==> src/ada_pkg.sv <==
// ----------------------------------------------------------------------------
// ada_pkg: shared types and constants of the average drop alarm
// Register indexes, reset values, field widths and controller/datapath links.
// ----------------------------------------------------------------------------
`default_nettype none

package ada_pkg;

  localparam int SAMPLE_BITS_DEF = 10;
  localparam int COUNT_BITS_DEF  = 32;

  localparam int CFG_W   = 32;
  localparam int CFG_IDX_W = 2;
  localparam int WCNT_W  = 17;
  localparam int WSUM_W  = 25;
  localparam int TSUM_W  = 33;
  localparam int DIST_W  = 8;
  localparam int WSIZE_W = 16;
  localparam int LIMIT_W = 32;
  localparam int FILL_W  = 32;

  localparam logic [WSIZE_W-1:0] WSIZE_RST  = 16'd100;
  localparam logic [DIST_W-1:0]  MARGIN_RST = 8'd10;
  localparam logic [LIMIT_W-1:0] LIMIT_RST  = 32'd4294000000;

  typedef enum logic [CFG_IDX_W-1:0] {
    CFG_WINDOW_SIZE  = 2'd0,
    CFG_ALARM_MARGIN = 2'd1,
    CFG_TOTAL_LIMIT  = 2'd2
  } cfg_idx_t;

  typedef struct packed {
    logic accept;
    logic div_start;
    logic div_total;
    logic wavg_load;
    logic wrestart;
    logic tavg_load;
    logic out_load;
  } ada_cmd_t;

  typedef struct packed {
    logic wdiv_need;
    logic tdiv_need;
    logic div_done;
  } ada_sts_t;

endpackage

`default_nettype wire

==> src/ada_in_if.sv <==
// ----------------------------------------------------------------------------
// ada_in_if: sample channel
// Valid/ready channel that carries one raw converter sample per item.
// ----------------------------------------------------------------------------
`default_nettype none

interface ada_in_if #(
  parameter int SAMPLE_BITS = ada_pkg::SAMPLE_BITS_DEF
);
  logic                   valid;
  logic                   ready;
  logic [SAMPLE_BITS-1:0] raw_sample;

  modport source (output valid, output raw_sample, input ready);
  modport sink   (input valid, input raw_sample, output ready);
endinterface

`default_nettype wire

==> src/ada_out_if.sv <==
// ----------------------------------------------------------------------------
// ada_out_if: result channel
// Valid/ready channel that carries one alarm result per item.
// ----------------------------------------------------------------------------
`default_nettype none

interface ada_out_if;
  logic        valid;
  logic        ready;
  logic [7:0]  distance;
  logic [7:0]  window_mean;
  logic [15:0] window_fill;
  logic [7:0]  overall_mean;
  logic [31:0] overall_fill;
  logic        warmed_up;
  logic        alarm;

  modport source (output valid, output distance, output window_mean, output window_fill,
                  output overall_mean, output overall_fill, output warmed_up,
                  output alarm, input ready);
  modport sink   (input valid, input distance, input window_mean, input window_fill,
                  input overall_mean, input overall_fill, input warmed_up,
                  input alarm, output ready);
endinterface

`default_nettype wire

==> src/ada_div.sv <==
// ----------------------------------------------------------------------------
// ada_div: saturating 8-bit quotient divider
// Restoring divider, one compare and subtract per cycle: one overflow check
// then eight quotient bits. A quotient above 255 gives 255.
// ----------------------------------------------------------------------------
`default_nettype none

module ada_div #(
  parameter int NUM_W = 33,
  parameter int DEN_W = 32
) (
  input  wire logic             clk,
  input  wire logic             rst_n,
  input  wire logic             start,
  input  wire logic [NUM_W-1:0] num,
  input  wire logic [DEN_W-1:0] den,
  output logic                  done,
  output logic [7:0]            quot
);

  localparam int W = ((NUM_W > DEN_W + 8) ? NUM_W : DEN_W + 8) + 1;

  logic         busy_r;
  logic         done_r;
  logic [3:0]   cnt_r;
  logic [W-1:0] rem_r;
  logic [W-1:0] dsh_r;
  logic [7:0]   quot_r;
  logic         ge;

  assign ge   = rem_r >= dsh_r;
  assign done = done_r;
  assign quot = quot_r;

  always_ff @(posedge clk) begin
    if (!rst_n) begin
      busy_r <= 1'b0;
      done_r <= 1'b0;
      cnt_r  <= 4'd0;
    end else begin
      done_r <= 1'b0;
      if (start) begin
        busy_r <= 1'b1;
        cnt_r  <= 4'd0;
      end else if (busy_r) begin
        cnt_r <= cnt_r + 4'd1;
        if ((cnt_r == 4'd0 && ge) || cnt_r == 4'd8) begin
          busy_r <= 1'b0;
          done_r <= 1'b1;
        end
      end
    end
  end

  always_ff @(posedge clk) begin
    if (start) begin
      rem_r  <= W'(num);
      dsh_r  <= W'(den) << 8;
      quot_r <= 8'd0;
    end else if (busy_r) begin
      dsh_r <= dsh_r >> 1;
      if (cnt_r == 4'd0) begin
        if (ge) begin
          quot_r <= 8'hFF;
        end
      end else begin
        if (ge) begin
          rem_r <= rem_r - dsh_r;
        end
        quot_r <= {quot_r[6:0], ge};
      end
    end
  end

endmodule

`default_nettype wire

==> src/ada_datapath.sv <==
// ----------------------------------------------------------------------------
// ada_datapath: sums, counts, averages and result register
// Holds the configuration, the running window and total state, the shared
// divider and the result payload.
// ----------------------------------------------------------------------------
`default_nettype none

module ada_datapath #(
  parameter int SAMPLE_BITS = ada_pkg::SAMPLE_BITS_DEF,
  parameter int COUNT_BITS  = ada_pkg::COUNT_BITS_DEF
) (
  input  wire logic                          clk,
  input  wire logic                          rst_n,
  input  wire logic                          cfg_we,
  input  wire logic [ada_pkg::CFG_IDX_W-1:0] cfg_index,
  input  wire logic [ada_pkg::CFG_W-1:0]     cfg_data,
  input  wire logic [SAMPLE_BITS-1:0]        raw_sample,
  input  wire ada_pkg::ada_cmd_t             cmd,
  output ada_pkg::ada_sts_t                  sts,
  output logic [7:0]                         distance,
  output logic [7:0]                         window_mean,
  output logic [15:0]                        window_fill,
  output logic [7:0]                         overall_mean,
  output logic [31:0]                        overall_fill,
  output logic                               warmed_up,
  output logic                               alarm
);

  localparam int DEN_W = (COUNT_BITS > ada_pkg::WCNT_W) ? COUNT_BITS : ada_pkg::WCNT_W;
  localparam int CMP_W = (COUNT_BITS > ada_pkg::LIMIT_W) ? COUNT_BITS : ada_pkg::LIMIT_W;

  logic [ada_pkg::WSIZE_W-1:0] wsize_r;
  logic [7:0]                  margin_r;
  logic [ada_pkg::LIMIT_W-1:0] limit_r;

  logic [ada_pkg::WCNT_W-1:0]  wcnt_r;
  logic [ada_pkg::WSUM_W-1:0]  wsum_r;
  logic [7:0]                  wavg_r;
  logic [COUNT_BITS-1:0]       tcnt_r;
  logic [ada_pkg::TSUM_W-1:0]  tsum_r;
  logic [7:0]                  tavg_r;
  logic [7:0]                  dist_r;

  logic [7:0]                  dist_in;
  logic [COUNT_BITS-1:0]       tcnt_inc;
  logic [ada_pkg::TSUM_W-1:0]  tsum_inc;
  logic                        tclear;
  logic                        warm;
  logic                        low;

  logic [ada_pkg::TSUM_W-1:0]  div_num;
  logic [DEN_W-1:0]            div_den;
  logic                        div_done;
  logic [7:0]                  div_quot;

  logic [7:0]  distance_r;
  logic [7:0]  window_mean_r;
  logic [15:0] window_fill_r;
  logic [7:0]  overall_mean_r;
  logic [31:0] overall_fill_r;
  logic        warmed_up_r;
  logic        alarm_r;

  assign dist_in  = raw_sample[SAMPLE_BITS-1 -: 8];
  assign tcnt_inc = tcnt_r + COUNT_BITS'(1);
  assign tsum_inc = tsum_r + ada_pkg::TSUM_W'(dist_in);
  assign tclear   = (CMP_W'(tcnt_inc) > CMP_W'(limit_r)) ||
                    (tsum_inc > ada_pkg::TSUM_W'(limit_r));

  assign warm = tcnt_r > COUNT_BITS'(wsize_r);
  assign low  = ({1'b0, dist_r} + {1'b0, margin_r}) < {1'b0, wavg_r};

  assign sts.wdiv_need = !wcnt_r[0] && (wcnt_r != '0);
  assign sts.tdiv_need = !tcnt_r[0] && (tcnt_r != '0);
  assign sts.div_done  = div_done;

  assign div_num = cmd.div_total ? tsum_r : ada_pkg::TSUM_W'(wsum_r);
  assign div_den = cmd.div_total ? DEN_W'(tcnt_r) : DEN_W'(wcnt_r);

  ada_div #(
    .NUM_W (ada_pkg::TSUM_W),
    .DEN_W (DEN_W)
  ) u_div (
    .clk   (clk),
    .rst_n (rst_n),
    .start (cmd.div_start),
    .num   (div_num),
    .den   (div_den),
    .done  (div_done),
    .quot  (div_quot)
  );

  always_ff @(posedge clk) begin
    if (!rst_n) begin
      wsize_r  <= ada_pkg::WSIZE_RST;
      margin_r <= ada_pkg::MARGIN_RST;
      limit_r  <= ada_pkg::LIMIT_RST;
    end else if (cfg_we) begin
      unique case (ada_pkg::cfg_idx_t'(cfg_index))
        ada_pkg::CFG_WINDOW_SIZE:  wsize_r  <= cfg_data[ada_pkg::WSIZE_W-1:0];
        ada_pkg::CFG_ALARM_MARGIN: margin_r <= cfg_data[7:0];
        ada_pkg::CFG_TOTAL_LIMIT:  limit_r  <= cfg_data[ada_pkg::LIMIT_W-1:0];
        default: ;
      endcase
    end
  end

  always_ff @(posedge clk) begin
    if (!rst_n) begin
      wcnt_r <= '0;
      wsum_r <= '0;
      wavg_r <= '0;
      tcnt_r <= '0;
      tsum_r <= '0;
      tavg_r <= '0;
    end else begin
      if (cmd.accept) begin
        wcnt_r <= wcnt_r + ada_pkg::WCNT_W'(1);
        wsum_r <= wsum_r + ada_pkg::WSUM_W'(dist_in);
        if (tclear) begin
          tcnt_r <= '0;
          tsum_r <= '0;
        end else begin
          tcnt_r <= tcnt_inc;
          tsum_r <= tsum_inc;
        end
      end
      if (cmd.wavg_load) begin
        wavg_r <= div_quot;
      end
      if (cmd.wrestart && (wcnt_r > ada_pkg::WCNT_W'(wsize_r))) begin
        wcnt_r <= '0;
        wsum_r <= '0;
      end
      if (cmd.tavg_load) begin
        tavg_r <= div_quot;
      end
    end
  end

  always_ff @(posedge clk) begin
    if (cmd.accept) begin
      dist_r <= dist_in;
    end
  end

  always_ff @(posedge clk) begin
    if (cmd.out_load) begin
      distance_r     <= dist_r;
      window_mean_r  <= wavg_r;
      window_fill_r  <= wcnt_r[15:0];
      overall_mean_r <= tavg_r;
      overall_fill_r <= ada_pkg::FILL_W'(tcnt_r);
      warmed_up_r    <= warm;
      alarm_r        <= warm && low;
    end
  end

  assign distance     = distance_r;
  assign window_mean  = window_mean_r;
  assign window_fill  = window_fill_r;
  assign overall_mean = overall_mean_r;
  assign overall_fill = overall_fill_r;
  assign warmed_up    = warmed_up_r;
  assign alarm        = alarm_r;

endmodule

`default_nettype wire

==> src/ada_ctrl.sv <==
// ----------------------------------------------------------------------------
// ada_ctrl: sequencing of one sample
// Accepts an item, runs the window and total divisions in turn where their
// counts are even and nonzero, and hands the result to the output register.
// ----------------------------------------------------------------------------
`default_nettype none

module ada_ctrl (
  input  wire logic              clk,
  input  wire logic              rst_n,
  input  wire logic              in_valid,
  output logic                   in_ready,
  output logic                   out_valid,
  input  wire logic              out_ready,
  input  wire ada_pkg::ada_sts_t sts,
  output ada_pkg::ada_cmd_t      cmd
);

  typedef enum logic [5:0] {
    S_IDLE   = 6'b000001,
    S_WSTART = 6'b000010,
    S_WWAIT  = 6'b000100,
    S_TSTART = 6'b001000,
    S_TWAIT  = 6'b010000,
    S_OUT    = 6'b100000
  } state_t;

  state_t state_r;
  state_t state_nxt;
  logic   out_valid_r;
  logic   out_valid_nxt;
  logic   out_free;

  assign in_ready  = (state_r == S_IDLE);
  assign out_valid = out_valid_r;
  assign out_free  = !out_valid_r || out_ready;

  always_comb begin
    state_nxt     = state_r;
    out_valid_nxt = out_valid_r && !out_ready;
    cmd           = '0;
    unique case (state_r)
      S_IDLE: begin
        if (in_valid) begin
          cmd.accept = 1'b1;
          state_nxt  = S_WSTART;
        end
      end
      S_WSTART: begin
        if (sts.wdiv_need) begin
          cmd.div_start = 1'b1;
          state_nxt     = S_WWAIT;
        end else begin
          state_nxt = S_TSTART;
        end
      end
      S_WWAIT: begin
        if (sts.div_done) begin
          cmd.wavg_load = 1'b1;
          state_nxt     = S_TSTART;
        end
      end
      S_TSTART: begin
        cmd.wrestart  = 1'b1;
        cmd.div_total = 1'b1;
        if (sts.tdiv_need) begin
          cmd.div_start = 1'b1;
          state_nxt     = S_TWAIT;
        end else begin
          state_nxt = S_OUT;
        end
      end
      S_TWAIT: begin
        cmd.div_total = 1'b1;
        if (sts.div_done) begin
          cmd.tavg_load = 1'b1;
          state_nxt     = S_OUT;
        end
      end
      S_OUT: begin
        if (out_free) begin
          cmd.out_load  = 1'b1;
          out_valid_nxt = 1'b1;
          state_nxt     = S_IDLE;
        end
      end
      default: state_nxt = S_IDLE;
    endcase
  end

  always_ff @(posedge clk) begin
    if (!rst_n) begin
      state_r     <= S_IDLE;
      out_valid_r <= 1'b0;
    end else begin
      state_r     <= state_nxt;
      out_valid_r <= out_valid_nxt;
    end
  end

endmodule

`default_nettype wire

==> src/average_drop_alarm_unit.sv <==
// ----------------------------------------------------------------------------
// average_drop_alarm_unit: running average drop alarm for a distance sensor
// Raw samples enter on in_ch (valid/ready); one result per sample leaves on
// out_ch with the 8-bit distance, window and long-run means and counts, the
// warm-up flag and the alarm. Registers are written through cfg_we,
// cfg_index and cfg_data: index 0 window size, 1 alarm margin, 2 total limit.
// Write them only while no sample is in flight.
// Each mean is recomputed on even counts only, by one shared restoring
// divider whose steps per quotient are start, overflow check (a saturated
// quotient finishes there), 8 bits and finish. No new sample is accepted
// while one is in process; the next one can be accepted in the cycle after
// its result is loaded into the output register.
// If the receiver stalls, the result holds in the output register while the
// next sample is accepted and processed; that sample waits for the register.
// Reset (rst_n low, synchronous) clears all sums, counts and means, drops
// the output valid and restores the register defaults 100, 10, 4294000000.
// ----------------------------------------------------------------------------
`default_nettype none

module average_drop_alarm_unit #(
  parameter int SAMPLE_BITS = ada_pkg::SAMPLE_BITS_DEF,
  parameter int COUNT_BITS  = ada_pkg::COUNT_BITS_DEF
) (
  input  wire logic                          clk,
  input  wire logic                          rst_n,
  ada_in_if.sink                             in_ch,
  ada_out_if.source                          out_ch,
  input  wire logic                          cfg_we,
  input  wire logic [ada_pkg::CFG_IDX_W-1:0] cfg_index,
  input  wire logic [ada_pkg::CFG_W-1:0]     cfg_data
);

  ada_pkg::ada_cmd_t cmd;
  ada_pkg::ada_sts_t sts;

  ada_ctrl u_ctrl (
    .clk       (clk),
    .rst_n     (rst_n),
    .in_valid  (in_ch.valid),
    .in_ready  (in_ch.ready),
    .out_valid (out_ch.valid),
    .out_ready (out_ch.ready),
    .sts       (sts),
    .cmd       (cmd)
  );

  ada_datapath #(
    .SAMPLE_BITS (SAMPLE_BITS),
    .COUNT_BITS  (COUNT_BITS)
  ) u_datapath (
    .clk          (clk),
    .rst_n        (rst_n),
    .cfg_we       (cfg_we),
    .cfg_index    (cfg_index),
    .cfg_data     (cfg_data),
    .raw_sample   (in_ch.raw_sample),
    .cmd          (cmd),
    .sts          (sts),
    .distance     (out_ch.distance),
    .window_mean  (out_ch.window_mean),
    .window_fill  (out_ch.window_fill),
    .overall_mean (out_ch.overall_mean),
    .overall_fill (out_ch.overall_fill),
    .warmed_up    (out_ch.warmed_up),
    .alarm        (out_ch.alarm)
  );

endmodule

`default_nettype wire
==> src/flat_wrapper.sv <==
// flat-port wrapper written by rule: the top's interface ports become plain ports
module average_drop_alarm_unit_flat 
#(
  parameter int SAMPLE_BITS = ada_pkg::SAMPLE_BITS_DEF,
  parameter int COUNT_BITS  = ada_pkg::COUNT_BITS_DEF
)
  (clk, rst_n, cfg_we, cfg_index, cfg_data, in_ch_valid, in_ch_raw_sample, in_ch_ready, out_ch_valid, out_ch_distance, out_ch_window_mean, out_ch_window_fill, out_ch_overall_mean, out_ch_overall_fill, out_ch_warmed_up, out_ch_alarm, out_ch_ready);
  ada_in_if #(.SAMPLE_BITS(SAMPLE_BITS)) in_ch_i ();
  ada_out_if out_ch_i ();
  input  wire logic clk;
  input  wire logic rst_n;
  input  wire logic cfg_we;
  input  wire logic [ada_pkg::CFG_IDX_W-1:0] cfg_index;
  input  wire logic [ada_pkg::CFG_W-1:0] cfg_data;
  input wire logic [$bits(in_ch_i.valid)-1:0] in_ch_valid;
  input wire logic [$bits(in_ch_i.raw_sample)-1:0] in_ch_raw_sample;
  output wire logic [$bits(in_ch_i.ready)-1:0] in_ch_ready;
  output wire logic [$bits(out_ch_i.valid)-1:0] out_ch_valid;
  output wire logic [$bits(out_ch_i.distance)-1:0] out_ch_distance;
  output wire logic [$bits(out_ch_i.window_mean)-1:0] out_ch_window_mean;
  output wire logic [$bits(out_ch_i.window_fill)-1:0] out_ch_window_fill;
  output wire logic [$bits(out_ch_i.overall_mean)-1:0] out_ch_overall_mean;
  output wire logic [$bits(out_ch_i.overall_fill)-1:0] out_ch_overall_fill;
  output wire logic [$bits(out_ch_i.warmed_up)-1:0] out_ch_warmed_up;
  output wire logic [$bits(out_ch_i.alarm)-1:0] out_ch_alarm;
  input wire logic [$bits(out_ch_i.ready)-1:0] out_ch_ready;
  assign in_ch_i.valid = in_ch_valid;
  assign in_ch_i.raw_sample = in_ch_raw_sample;
  assign in_ch_ready = in_ch_i.ready;
  assign out_ch_valid = out_ch_i.valid;
  assign out_ch_distance = out_ch_i.distance;
  assign out_ch_window_mean = out_ch_i.window_mean;
  assign out_ch_window_fill = out_ch_i.window_fill;
  assign out_ch_overall_mean = out_ch_i.overall_mean;
  assign out_ch_overall_fill = out_ch_i.overall_fill;
  assign out_ch_warmed_up = out_ch_i.warmed_up;
  assign out_ch_alarm = out_ch_i.alarm;
  assign out_ch_i.ready = out_ch_ready;
  average_drop_alarm_unit #(.SAMPLE_BITS(SAMPLE_BITS), .COUNT_BITS(COUNT_BITS)) u_core (.clk(clk), .rst_n(rst_n), .in_ch(in_ch_i), .out_ch(out_ch_i), .cfg_we(cfg_we), .cfg_index(cfg_index), .cfg_data(cfg_data));
endmodule
==> config.mk <==
export PLATFORM = sky130hd
export DESIGN_NAME = average_drop_alarm_unit_flat
export DESIGN_NICKNAME = d
export VERILOG_FILES = /design/src/ada_pkg.sv /design/src/ada_in_if.sv /design/src/ada_out_if.sv /design/src/ada_div.sv /design/src/ada_datapath.sv /design/src/ada_ctrl.sv /design/src/average_drop_alarm_unit.sv /design/src/flat_wrapper.sv
export SDC_FILE = /design/constraint.sdc
export NUM_CORES = 1
export LEC_CHECK = 0
export BUFFER_PORTS_ARGS = -buffer_cell sky130_fd_sc_hd__clkbuf_2
export CORE_MARGIN = 2
export CORE_UTILIZATION = 47
export DETAILED_ROUTE_END_ITERATION = 10
export GPL_TIMING_DRIVEN = 0
export PLACE_DENSITY = 0.6
export SLEW_MARGIN = 30
export SYNTH_ARGS = -nofsm -noshare
export SYNTH_HDL_FRONTEND = slang
export SYNTH_SLANG_ARGS = --single-unit
==> constraint.sdc <==
create_clock -name clk -period 8.95 [get_ports clk]
set_input_delay 0 -clock clk [delete_from_list [all_inputs] [get_ports clk]]
set_output_delay 0 -clock clk [all_outputs]
set_load 0.1 [all_outputs]
-- Yosys cells after proc, flatten, opt, wreduce, memory -nomap -nowiden
Index checks and enable logic that the tools add are counted.
- reductions and logical operators: 30
- add/sub/neg operators: 7
- equal/unequal tests: 15
- $lt $le $gt $ge: 6
- muxes and demuxes: 37
- bitwise operators: 3
- operator list (cell ; number):
    $mux W33 ; 6
    $mux W40 ; 2
    $mux W32 ; 2
    $ge A41 B40 Y1 ; 1
    $sub A41 B40 Y41 ; 1
    $pmux W6 S6 ; 1
    $add A33 B8 Y33 ; 1
    $gt A33 B32 Y1 ; 1
    $add A32 B1 Y32 const B ; 1
    $gt A32 B16 Y1 ; 1
    $gt A32 B32 Y1 ; 1
    $reduce_bool A32 Y1 ; 1
    $mux W6 ; 5
    $add A25 B8 Y25 ; 1
    $add A17 B1 Y17 const B ; 1
    $gt A17 B16 Y1 ; 1
    $mux W1 ; 17
    $reduce_bool A17 Y1 ; 1
    $mux W8 ; 2
    $add A8 B8 Y9 ; 1
    $lt A9 B8 Y1 ; 1
    $ne A2 B2 Y1 const B ; 4
    $reduce_and A2 Y1 ; 4
    $eq A6 B1 Y1 const B ; 1
    other kinds (23) ; 40
- register bits after elaboration: 363
- output and inout port bits: 76

-- Longest topological paths before layout
Gate-level depths: netlist (run 1).
- word-level depth: 6
- gate-level depth with buffers: 21
- depth with buffers taken out: 20

-- By module
From an unflattened synthesis (run 1), not the netlist that was laid out.
- cell total of the unflattened synthesis: 2344
- area total of the unflattened synthesis: 21564.4 um^2
- by module, submodules not included (module ; times used ; area each (um^2) ; cells each):
    ada_datapath ; 1 ; 14802.9 ; 1562
    ada_div ; 1 ; 6299.8 ; 724
    ada_ctrl ; 1 ; 461.7 ; 58

-- Worst setup path before layout (run 1)
No wires, ideal clock.
- kind: register to register
- start point: register u_core.u_ctrl.out_valid_r (netlist: u_core.u_ctrl.out_valid)
- end point: register u_core.u_datapath.alarm_r (netlist: u_core.u_datapath.alarm), enable pin
- data arrival time: 4.173 ns
- clock period less this slack: 4.687 ns
- path buffers: 0
- required time: 8.435 ns
- setup slack: 4.263 ns
- stages on the path, launching flop included: 3
- cells stage by stage: dfxtp_1 > nand2b_1 > nor2b_1
- RTL lines (item ; line ; text):
    start: declaration ; ada_ctrl.sv:30 ; logic out_valid_r;
    start signal: assignment ; ada_ctrl.sv:97 ; out_valid_r <= out_valid_nxt;
    end signal: assignment ; ada_datapath.sv:155 ; alarm_r <= warm && low;
    end: declaration ; ada_datapath.sv:62 ; logic alarm_r;

-- Worst setup path after layout (run 1)
- start point: register u_core.u_datapath.tsum_r[0] in the netlist's numbering
- end point: register u_core.u_datapath.tsum_r[29] in the netlist's numbering
- cells in the longest elaborated chain, start to end: 4
- ends and longest elaborated chain (item ; line ; text):
    start: declaration ; ada_datapath.sv:40 ; logic [ada_pkg::TSUM_W-1:0] tsum_r;
    start signal: assignment ; ada_datapath.sv:125 ; tsum_r <= tsum_inc;
    $add A33 B8 Y33 * ; ada_datapath.sv:66 ; assign tsum_inc = tsum_r + ada_pkg::TSUM_W'(dist_in);
    $gt A33 B32 Y1 ; ada_datapath.sv:68 ; (tsum_inc > ada_pkg::TSUM_W'(limit_r));
    $logic_or A1 B1 Y1 ; ada_datapath.sv:67 ; assign tclear = (CMP_W'(tcnt_inc) > CMP_W'(limit_r)) ||
    $mux W33 * ; ada_datapath.sv:120 ; if (tclear) begin
Mark *: on every way between the ends. The rest lies on a longest branch, timed or not.
A chain may end at the register's enable or synchronous reset.

==> impl_metrics.json, run 1 <==
{
  "p_sw_share_pct": 29.1,
  "synthCells": 2320,
  "cp-startpoint": "u_core.u_datapath.tsum_r[0]",
  "postRouteAntennaNets": 0,
  "hold_buffers": 53,
  "ys_async_sr_fraction_pct": 0,
  "syn_avg_cell_area_sq_um": 9.06,
  "r2r_cells": 19,
  "grt_first_pass_wirelength_mm": 104,
  "synth_edf_count": 147,
  "finalSetupTns_ns": 0,
  "p_clk_share_pct": 40.5,
  "slew_headroom_pct": 29.2,
  "io_buffer_count": 122,
  "powerDensity_nw_per_um2": 177,
  "synth_top_flop_cell": "dfxtp_1",
  "drv_cap": 0,
  "cp_slowest_cell": "nor4_1",
  "holdWs_ns": 0.186,
  "cts_tree": "done",
  "core_area_sq_um": 44200,
  "cts.path.max_buffers": 3,
  "final_nets": 2769,
  "setup_viol": 0,
  "post_cts_buffers": 0,
  "fin_crit_ns": 5.61,
  "clock_latency_ns": 0.58,
  "vias_per_cell": 5.82,
  "crit_type": "flop to flop",
  "synth.distinct_cells": 89,
  "yosysWarningCount": 0,
  "area_delta_synth_final_pct": 16.1,
  "crit_path_end_kind": "flop",
  "clk_pin_slew_ns": 0.06,
  "ctsHtreeMaxLevel": 2,
  "synth-seq-cells": 363,
  "fin_crit_sh_pct": 62.6,
  "r2r_start": "u_core.u_datapath.tsum_r[0]",
  "grt_pass1_vias": 17419,
  "wl_per_cell_um": 21.7,
  "cts_inserted_buffers": 42,
  "grt_max_degree": 34,
  "ff2ff_setup_slack_ns": 3.34,
  "finalHoldViolCount": 0,
  "cp_slowest_stage_delay_ns": 0.72,
  "max-vdd-ir-drop_uv": 141,
  "crit_chain": "ha_1, inv_1, fa_1, nor2b_1, o21ai_0, a21o_1, a211oi_2, nand2_1, nor2_1, xor2_1, ha_1, nand3_1, nor4_1, a31oi_1, a21boi_1, nor3_2, clkbuf_1, nand4_1, nand3_1",
  "power_switching_uw": 1260,
  "start_kind": "flop",
  "rsz0062_at_grt": "no",
  "worstPathArrival_ns": 6.12,
  "synth.net_count": 2546,
  "num_io_pins": 125,
  "place_congestion": 0.938,
  "via_count": 18457,
  "dieArea_sq_um": 46400,
  "slew_viol_final": 0,
  "pwr-share-seq_pct": 42.7,
  "hold_path_class": "primary input to flop",
  "internal-power_uw": 3060,
  "leakage_uw": 0.00997,
  "grt_usage_pct": 29.1,
  "r2r-end": "u_core.u_datapath.tsum_r[29]",
  "grt_overflow": 0,
  "dr.first_iter.drc_count": 1721,
  "fmax_mhz": 178,
  "cts_root_buf": "clkbuf_16",
  "clock-skew-final_ns": 0.0235,
  "cp_data_required_time_ns": 9.46,
  "critical_path_peak_fanout": 10,
  "die_h_um": 216,
  "drt_wl_total_mm": 68.8,
  "seq_area_frac_synth_pct": 41.6,
  "diodes": 0,
  "start_util_pct": 47.5,
  "combPwrFrac_pct": 16.7,
  "worstMarginPinSlew_ns": 1.06,
  "antenna_found_initial": 2,
  "layout-drive-gt1-share_pct": 10.5,
  "crit_end": "u_core.u_datapath.tsum_r[29]",
  "rows": 77,
  "drc": 0,
  "mostFrequentLayoutCells": "nand2_1, dfxtp_1, ha_1, a21oi_1, nand3_1",
  "netlist_area_sq_um": 21000,
  "outcome": "finished clean",
  "die_w_um": 216,
  "final_common_cell": "nand2_1",
  "hpwl_mm": 51.9,
  "cts.sinks": 363,
  "post_cts_resized": 0,
  "first_pass_iters": 6
}
stage by stage:
| step | setup slack (ns) | cell area [sq um] | total power, uW | cells | util (%) |
|---|---|---|---|---|---|
| after floorplan | 4.26 | 21000 | 2340 | 2320 | - |
| after global placement | 2.60 | 22400 | 2550 | 3034 | 50.6 |
| after detailed placement | 3.61 | 22500 | 2570 | 3038 | 50.9 |
| after CTS | 3.56 | 24400 | 4320 | 3169 | 55.2 |
| after global routing | 3.03 | 24400 | 4480 | 3169 | 55.2 |
| final | 3.34 | 24400 | 4310 | 3169 | 55.2 |
flip-flops by register name, indices dropped and copies added (netlist names), 16 cells and up:
register / count
u_core.u_datapath.u_div.rem_r: 41
u_core.u_datapath.wsum_r: 25
u_core.u_datapath.tsum_r: 33
u_core.u_datapath.window_fill: 16
u_core.u_datapath.limit_r: 32
u_core.u_datapath.overall_fill: 32
u_core.u_datapath.u_div.dsh_r: 40
u_core.u_datapath.tcnt_r: 32
u_core.u_datapath.wsize_r: 16
u_core.u_datapath.wcnt_r: 17
cell type report:
cell class | instances | area (sq um)
multi-input combinational | 1702 | 11300
inverter | 141 | 529
sequential | 363 | 8740
timing repair buffer | 179 | 1240
clock buffer | 57 | 1180
tap | 592 | 741
fill | 3979 | 19800
buffer | 114 | 478
clock inverter | 21 | 208
Yosys cell counts (36+ instances only):
master    instances  area [sq um]
nand3_1         161           806
ha_1            173          2160
nand4_1          43           269
edfxtp_1        147          4410
and3_1           36           225
o21ai_0          95           475
a21o_1           58           435
xnor2_1          88           771
inv_1           140           526
nand2_1         279          1050
xor2_1           48           420
mux2i_1          60           601
dfxtp_1         216          4320
clkbuf_1         70           263
nor2_1          151           567
a21oi_1         170           851
layer usage:
metal | vias up | wire [um] | GRT usage [%]
li1 | 8762 | - | -
met1 | 8897 | 30900 | 40.9
met2 | 658 | 30400 | 45.6
met3 | 140 | 4790 | 4.38
met4 | 0 | 2670 | 10.6
met5 | - | 0 | 0
worst min-delay path by stage:
stage	from	slack [ns]	cells past startpoint	to
after floorplan	in_ch_raw_sample[2]	0.1	0	u_core.u_datapath.dist_r[0]
after global placement	cfg_data[23]	0.23	3	u_core.u_datapath.limit_r[23]
after detailed placement	cfg_data[19]	0.23	3	u_core.u_datapath.limit_r[19]
after CTS	cfg_data[28]	0.16	4	u_core.u_datapath.limit_r[28]
after global routing	cfg_data[28]	0.19	4	u_core.u_datapath.limit_r[28]
final	cfg_data[23]	0.19	4	u_core.u_datapath.limit_r[23]
power groups by stage:
stage	Sequential [uW]	Clock (uW)	Combinational, uW
6_report	1840	1750	721
5_1_grt	1850	1840	795
4_1_cts	1840	1770	709
3_5_place_dp	1880	0	686
3_3_place_gp	1880	0	670
2_1_floorplan	1860	0	477
critical path: cells and delay by family, from the launching register on:
family / cells / cell delay (ns)
AO/OA/AOI/OAI: 5 / 1.38
XOR/XNOR: 1 / 0.13
flip-flops: 1 / 0.35
AND/OR/NAND/NOR: 8 / 2.24
adder cells (fa/ha/maj): 3 / 0.89
buffers and inverters: 2 / 0.53
logic make-up after synthesis:
logic type | count (synthesis) | share of synthesized area (%)
compound gates | 489 | 14.8
xor+xnor | 137 | 5.74
fa+ha+maj | 177 | 10.7
buf+inv | 255 | 4.78
flops | 363 | 41.6
mux | 64 | 3.07
simple gates | 835 | 19.3
(Power assumes the default switching activity.)
==> inputs of run 2 (changes only) <==
==> constraint.sdc (replaced) <==
create_clock -name clk -period 5.7 [get_ports clk]
set_input_delay 0 -clock clk [delete_from_list [all_inputs] [get_ports clk]]
set_output_delay 0 -clock clk [all_outputs]
set_load 0.1 [all_outputs]
==> impl_metrics.json, run 2 (synthesis gave the netlist of run 1 again) <==
{
  "outcome": "finished clean",
  "grt_usage_pct": 29.1,
  "critical_path_peak_fanout": 10,
  "cp_data_required_time_ns": 6.11,
  "p_sw_share_pct": 29.2,
  "dieArea_sq_um": 46400,
  "via_count": 18416,
  "crit_cells": 20,
  "clock-skew-final_ns": 0.0251,
  "vias_per_cell": 5.81,
  "layout-drive-gt1-share_pct": 10.5,
  "regMostFlops": "u_core.u_datapath.u_div.rem_r",
  "power_switching_uw": 1980,
  "cp_slowest_cell": "a21boi_1",
  "worstPathArrival_ns": 5.73,
  "pwr-share-seq_pct": 42.7,
  "worstMarginPinSlew_ns": 1.06,
  "postRouteAntennaNets": 0,
  "grt_max_degree": 34,
  "antenna_found_initial": 2,
  "slew_viol_final": 0,
  "drv_cap": 0,
  "io_buffer_count": 122,
  "combPwrFrac_pct": 16.7,
  "holdWs_ns": 0.187,
  "post_cts_buffers": 0,
  "slew_headroom_pct": 29.4,
  "start_util_pct": 47.5,
  "finalHoldViolCount": 0,
  "min_path_cells": 4,
  "wl_per_cell_um": 21.7,
  "die_h_um": 216,
  "internal-power_uw": 4800,
  "fin_cells": 3169,
  "path_delay_family": "compound AO/OA/AOI/OAI gates",
  "die_w_um": 216,
  "hpwl_mm": 51.9,
  "hold_path_class": "primary input to flop",
  "num_io_pins": 125,
  "final_common_cell": "nand2_1",
  "grt_overflow": 0,
  "p_clk_share_pct": 40.5,
  "cts_inserted_buffers": 42,
  "final_nets": 2769,
  "drc": 0,
  "ctsHtreeMaxLevel": 2,
  "crit_chain": "ha_1, inv_1, fa_1, nor2b_1, o21ai_0, a21o_1, a211oi_4, and2_1, nand3_1, xnor2_1, ha_1, nand4_1, or2_2, nor2_1, o21ai_0, a21boi_1, nor3_2, buf_2, a32oi_1, nor2_1",
  "top_regs": "u_core.u_datapath.u_div.rem_r (41), u_core.u_datapath.u_div.dsh_r (40), u_core.u_datapath.tsum_r (33)",
  "place_congestion": 0.938,
  "largest_reg_flops": 41,
  "cts_root_buf": "clkbuf_16",
  "mostFrequentLayoutCells": "nand2_1, dfxtp_1, ha_1, a21oi_1, nand3_1",
  "fin_crit_ns": 5.33,
  "crit_type": "flop to flop",
  "fmax_mhz": 188,
  "crit_path_end_kind": "flop",
  "place_inst": 3038,
  "diodes": 0,
  "grt_pass1_vias": 17419,
  "finalSetupTns_ns": 0,
  "powerDensity_nw_per_um2": 277,
  "dr.first_iter.drc_count": 1665,
  "core_area_sq_um": 44200,
  "cts.sinks": 363,
  "cts.path.max_buffers": 3,
  "rows": 77,
  "first_pass_iters": 5,
  "r2r_cells": 20,
  "grt_first_pass_wirelength_mm": 104,
  "clk_pin_slew_ns": 0.06,
  "leakage_uw": 0.00997,
  "fin_crit_sh_pct": 93.4,
  "start_kind": "flop",
  "drt_wl_total_mm": 68.6,
  "dpl_worst_slack_ns": 0.363,
  "max-vdd-ir-drop_uv": 222,
  "critPathBufInv": 2,
  "cp_slowest_stage_delay_ns": 0.72,
  "fin_ws_ns": 0.375,
  "area_delta_synth_final_pct": 16.2,
  "p_total_uw": 6780,
  "rsz0062_at_grt": "no",
  "setup_viol": 0,
  "cts_tree": "done",
  "clock_latency_ns": 0.58
}
[run 2: changes by cell type in the layout (fill, tap and decap cells not counted)]
cell / before / now
a211oi_4: 0 / 1
a211oi_2: 2 / 1
nor4_2: 0 / 1
nor4_1: 22 / 21
[run 2: power groups by stage]
stage / Sequential, uW / Combinational [uW] / Clock, uW
6_report: 2900 / 1130 / 2750
5_1_grt: 2910 / 1250 / 2890
4_1_cts: 2890 / 1110 / 2780
3_5_place_dp: 2950 / 1080 / 0
3_3_place_gp: 2950 / 1050 / 0
2_1_floorplan: 2920 / 749 / 0
[run 2: stage by stage]
stage / instance area [sq um] / utilization [%]
final: 24400 / 55.2
after global routing: 24400 / 55.2
after CTS: 24400 / 55.2
after detailed placement: 22500 / 50.9
after global placement: 22400 / 50.6
after floorplan: 21000 / -
[run 2: worst register-to-register path, cell delays in order, from the launching register on]
cell and delay [ns]:
dfxtp_1 0.35, ha_1 0.17, inv_1 0.05, fa_1 0.40, nor2b_1 0.12, o21ai_0 0.11, a21o_1 0.23, a211oi_4 0.48
and2_1 0.26, nand3_1 0.10, xnor2_1 0.42, ha_1 0.22, nand4_1 0.08, or2_2 0.30, nor2_1 0.22, o21ai_0 0.12
a21boi_1 0.72, nor3_2 0.16, buf_2 0.28, a32oi_1 0.30, nor2_1 0.07
[run 2: final cells by class]
type | instances | area (sq um)
buffer | 114 | 478
clock buffer | 57 | 1180
clock inverter | 21 | 208
fill | 3978 | 19800
inverter | 141 | 529
multi-input combinational | 1702 | 11300
sequential | 363 | 8740
tap | 592 | 741
timing repair buffer | 179 | 1240
[run 2: path summary, 6_finish.rpt]
path | start | end | slack (ns)
worst max-delay path | u_core.u_datapath.tsum_r[0] | u_core.u_datapath.tcnt_r[23] | 0.37
worst min-delay path | cfg_data[23] | u_core.u_datapath.limit_r[23] | 0.19
worst max register to register | u_core.u_datapath.tsum_r[0] | u_core.u_datapath.tcnt_r[23] | 0.37
worst min register to register | u_core.u_datapath.tavg_r[7] | u_core.u_datapath.overall_mean[7] | 0.42
[run 2: what timing repair did]
item / 4_1_cts / 5_1_grt
setup endpoints to repair: 0 / 48
gates resized for setup: 0 / 2
hold endpoints to repair: 74 / 0
hold buffers: 53 / 0
[run 2: layer usage]
layer	part of all wire, %	track usage, %	vias up
met2	44	45.6	654
met1	45	40.9	8872
li1	-	-	8759
met5	0	0	-
met3	7.1	4.38	131
met4	3.8	10.6	0
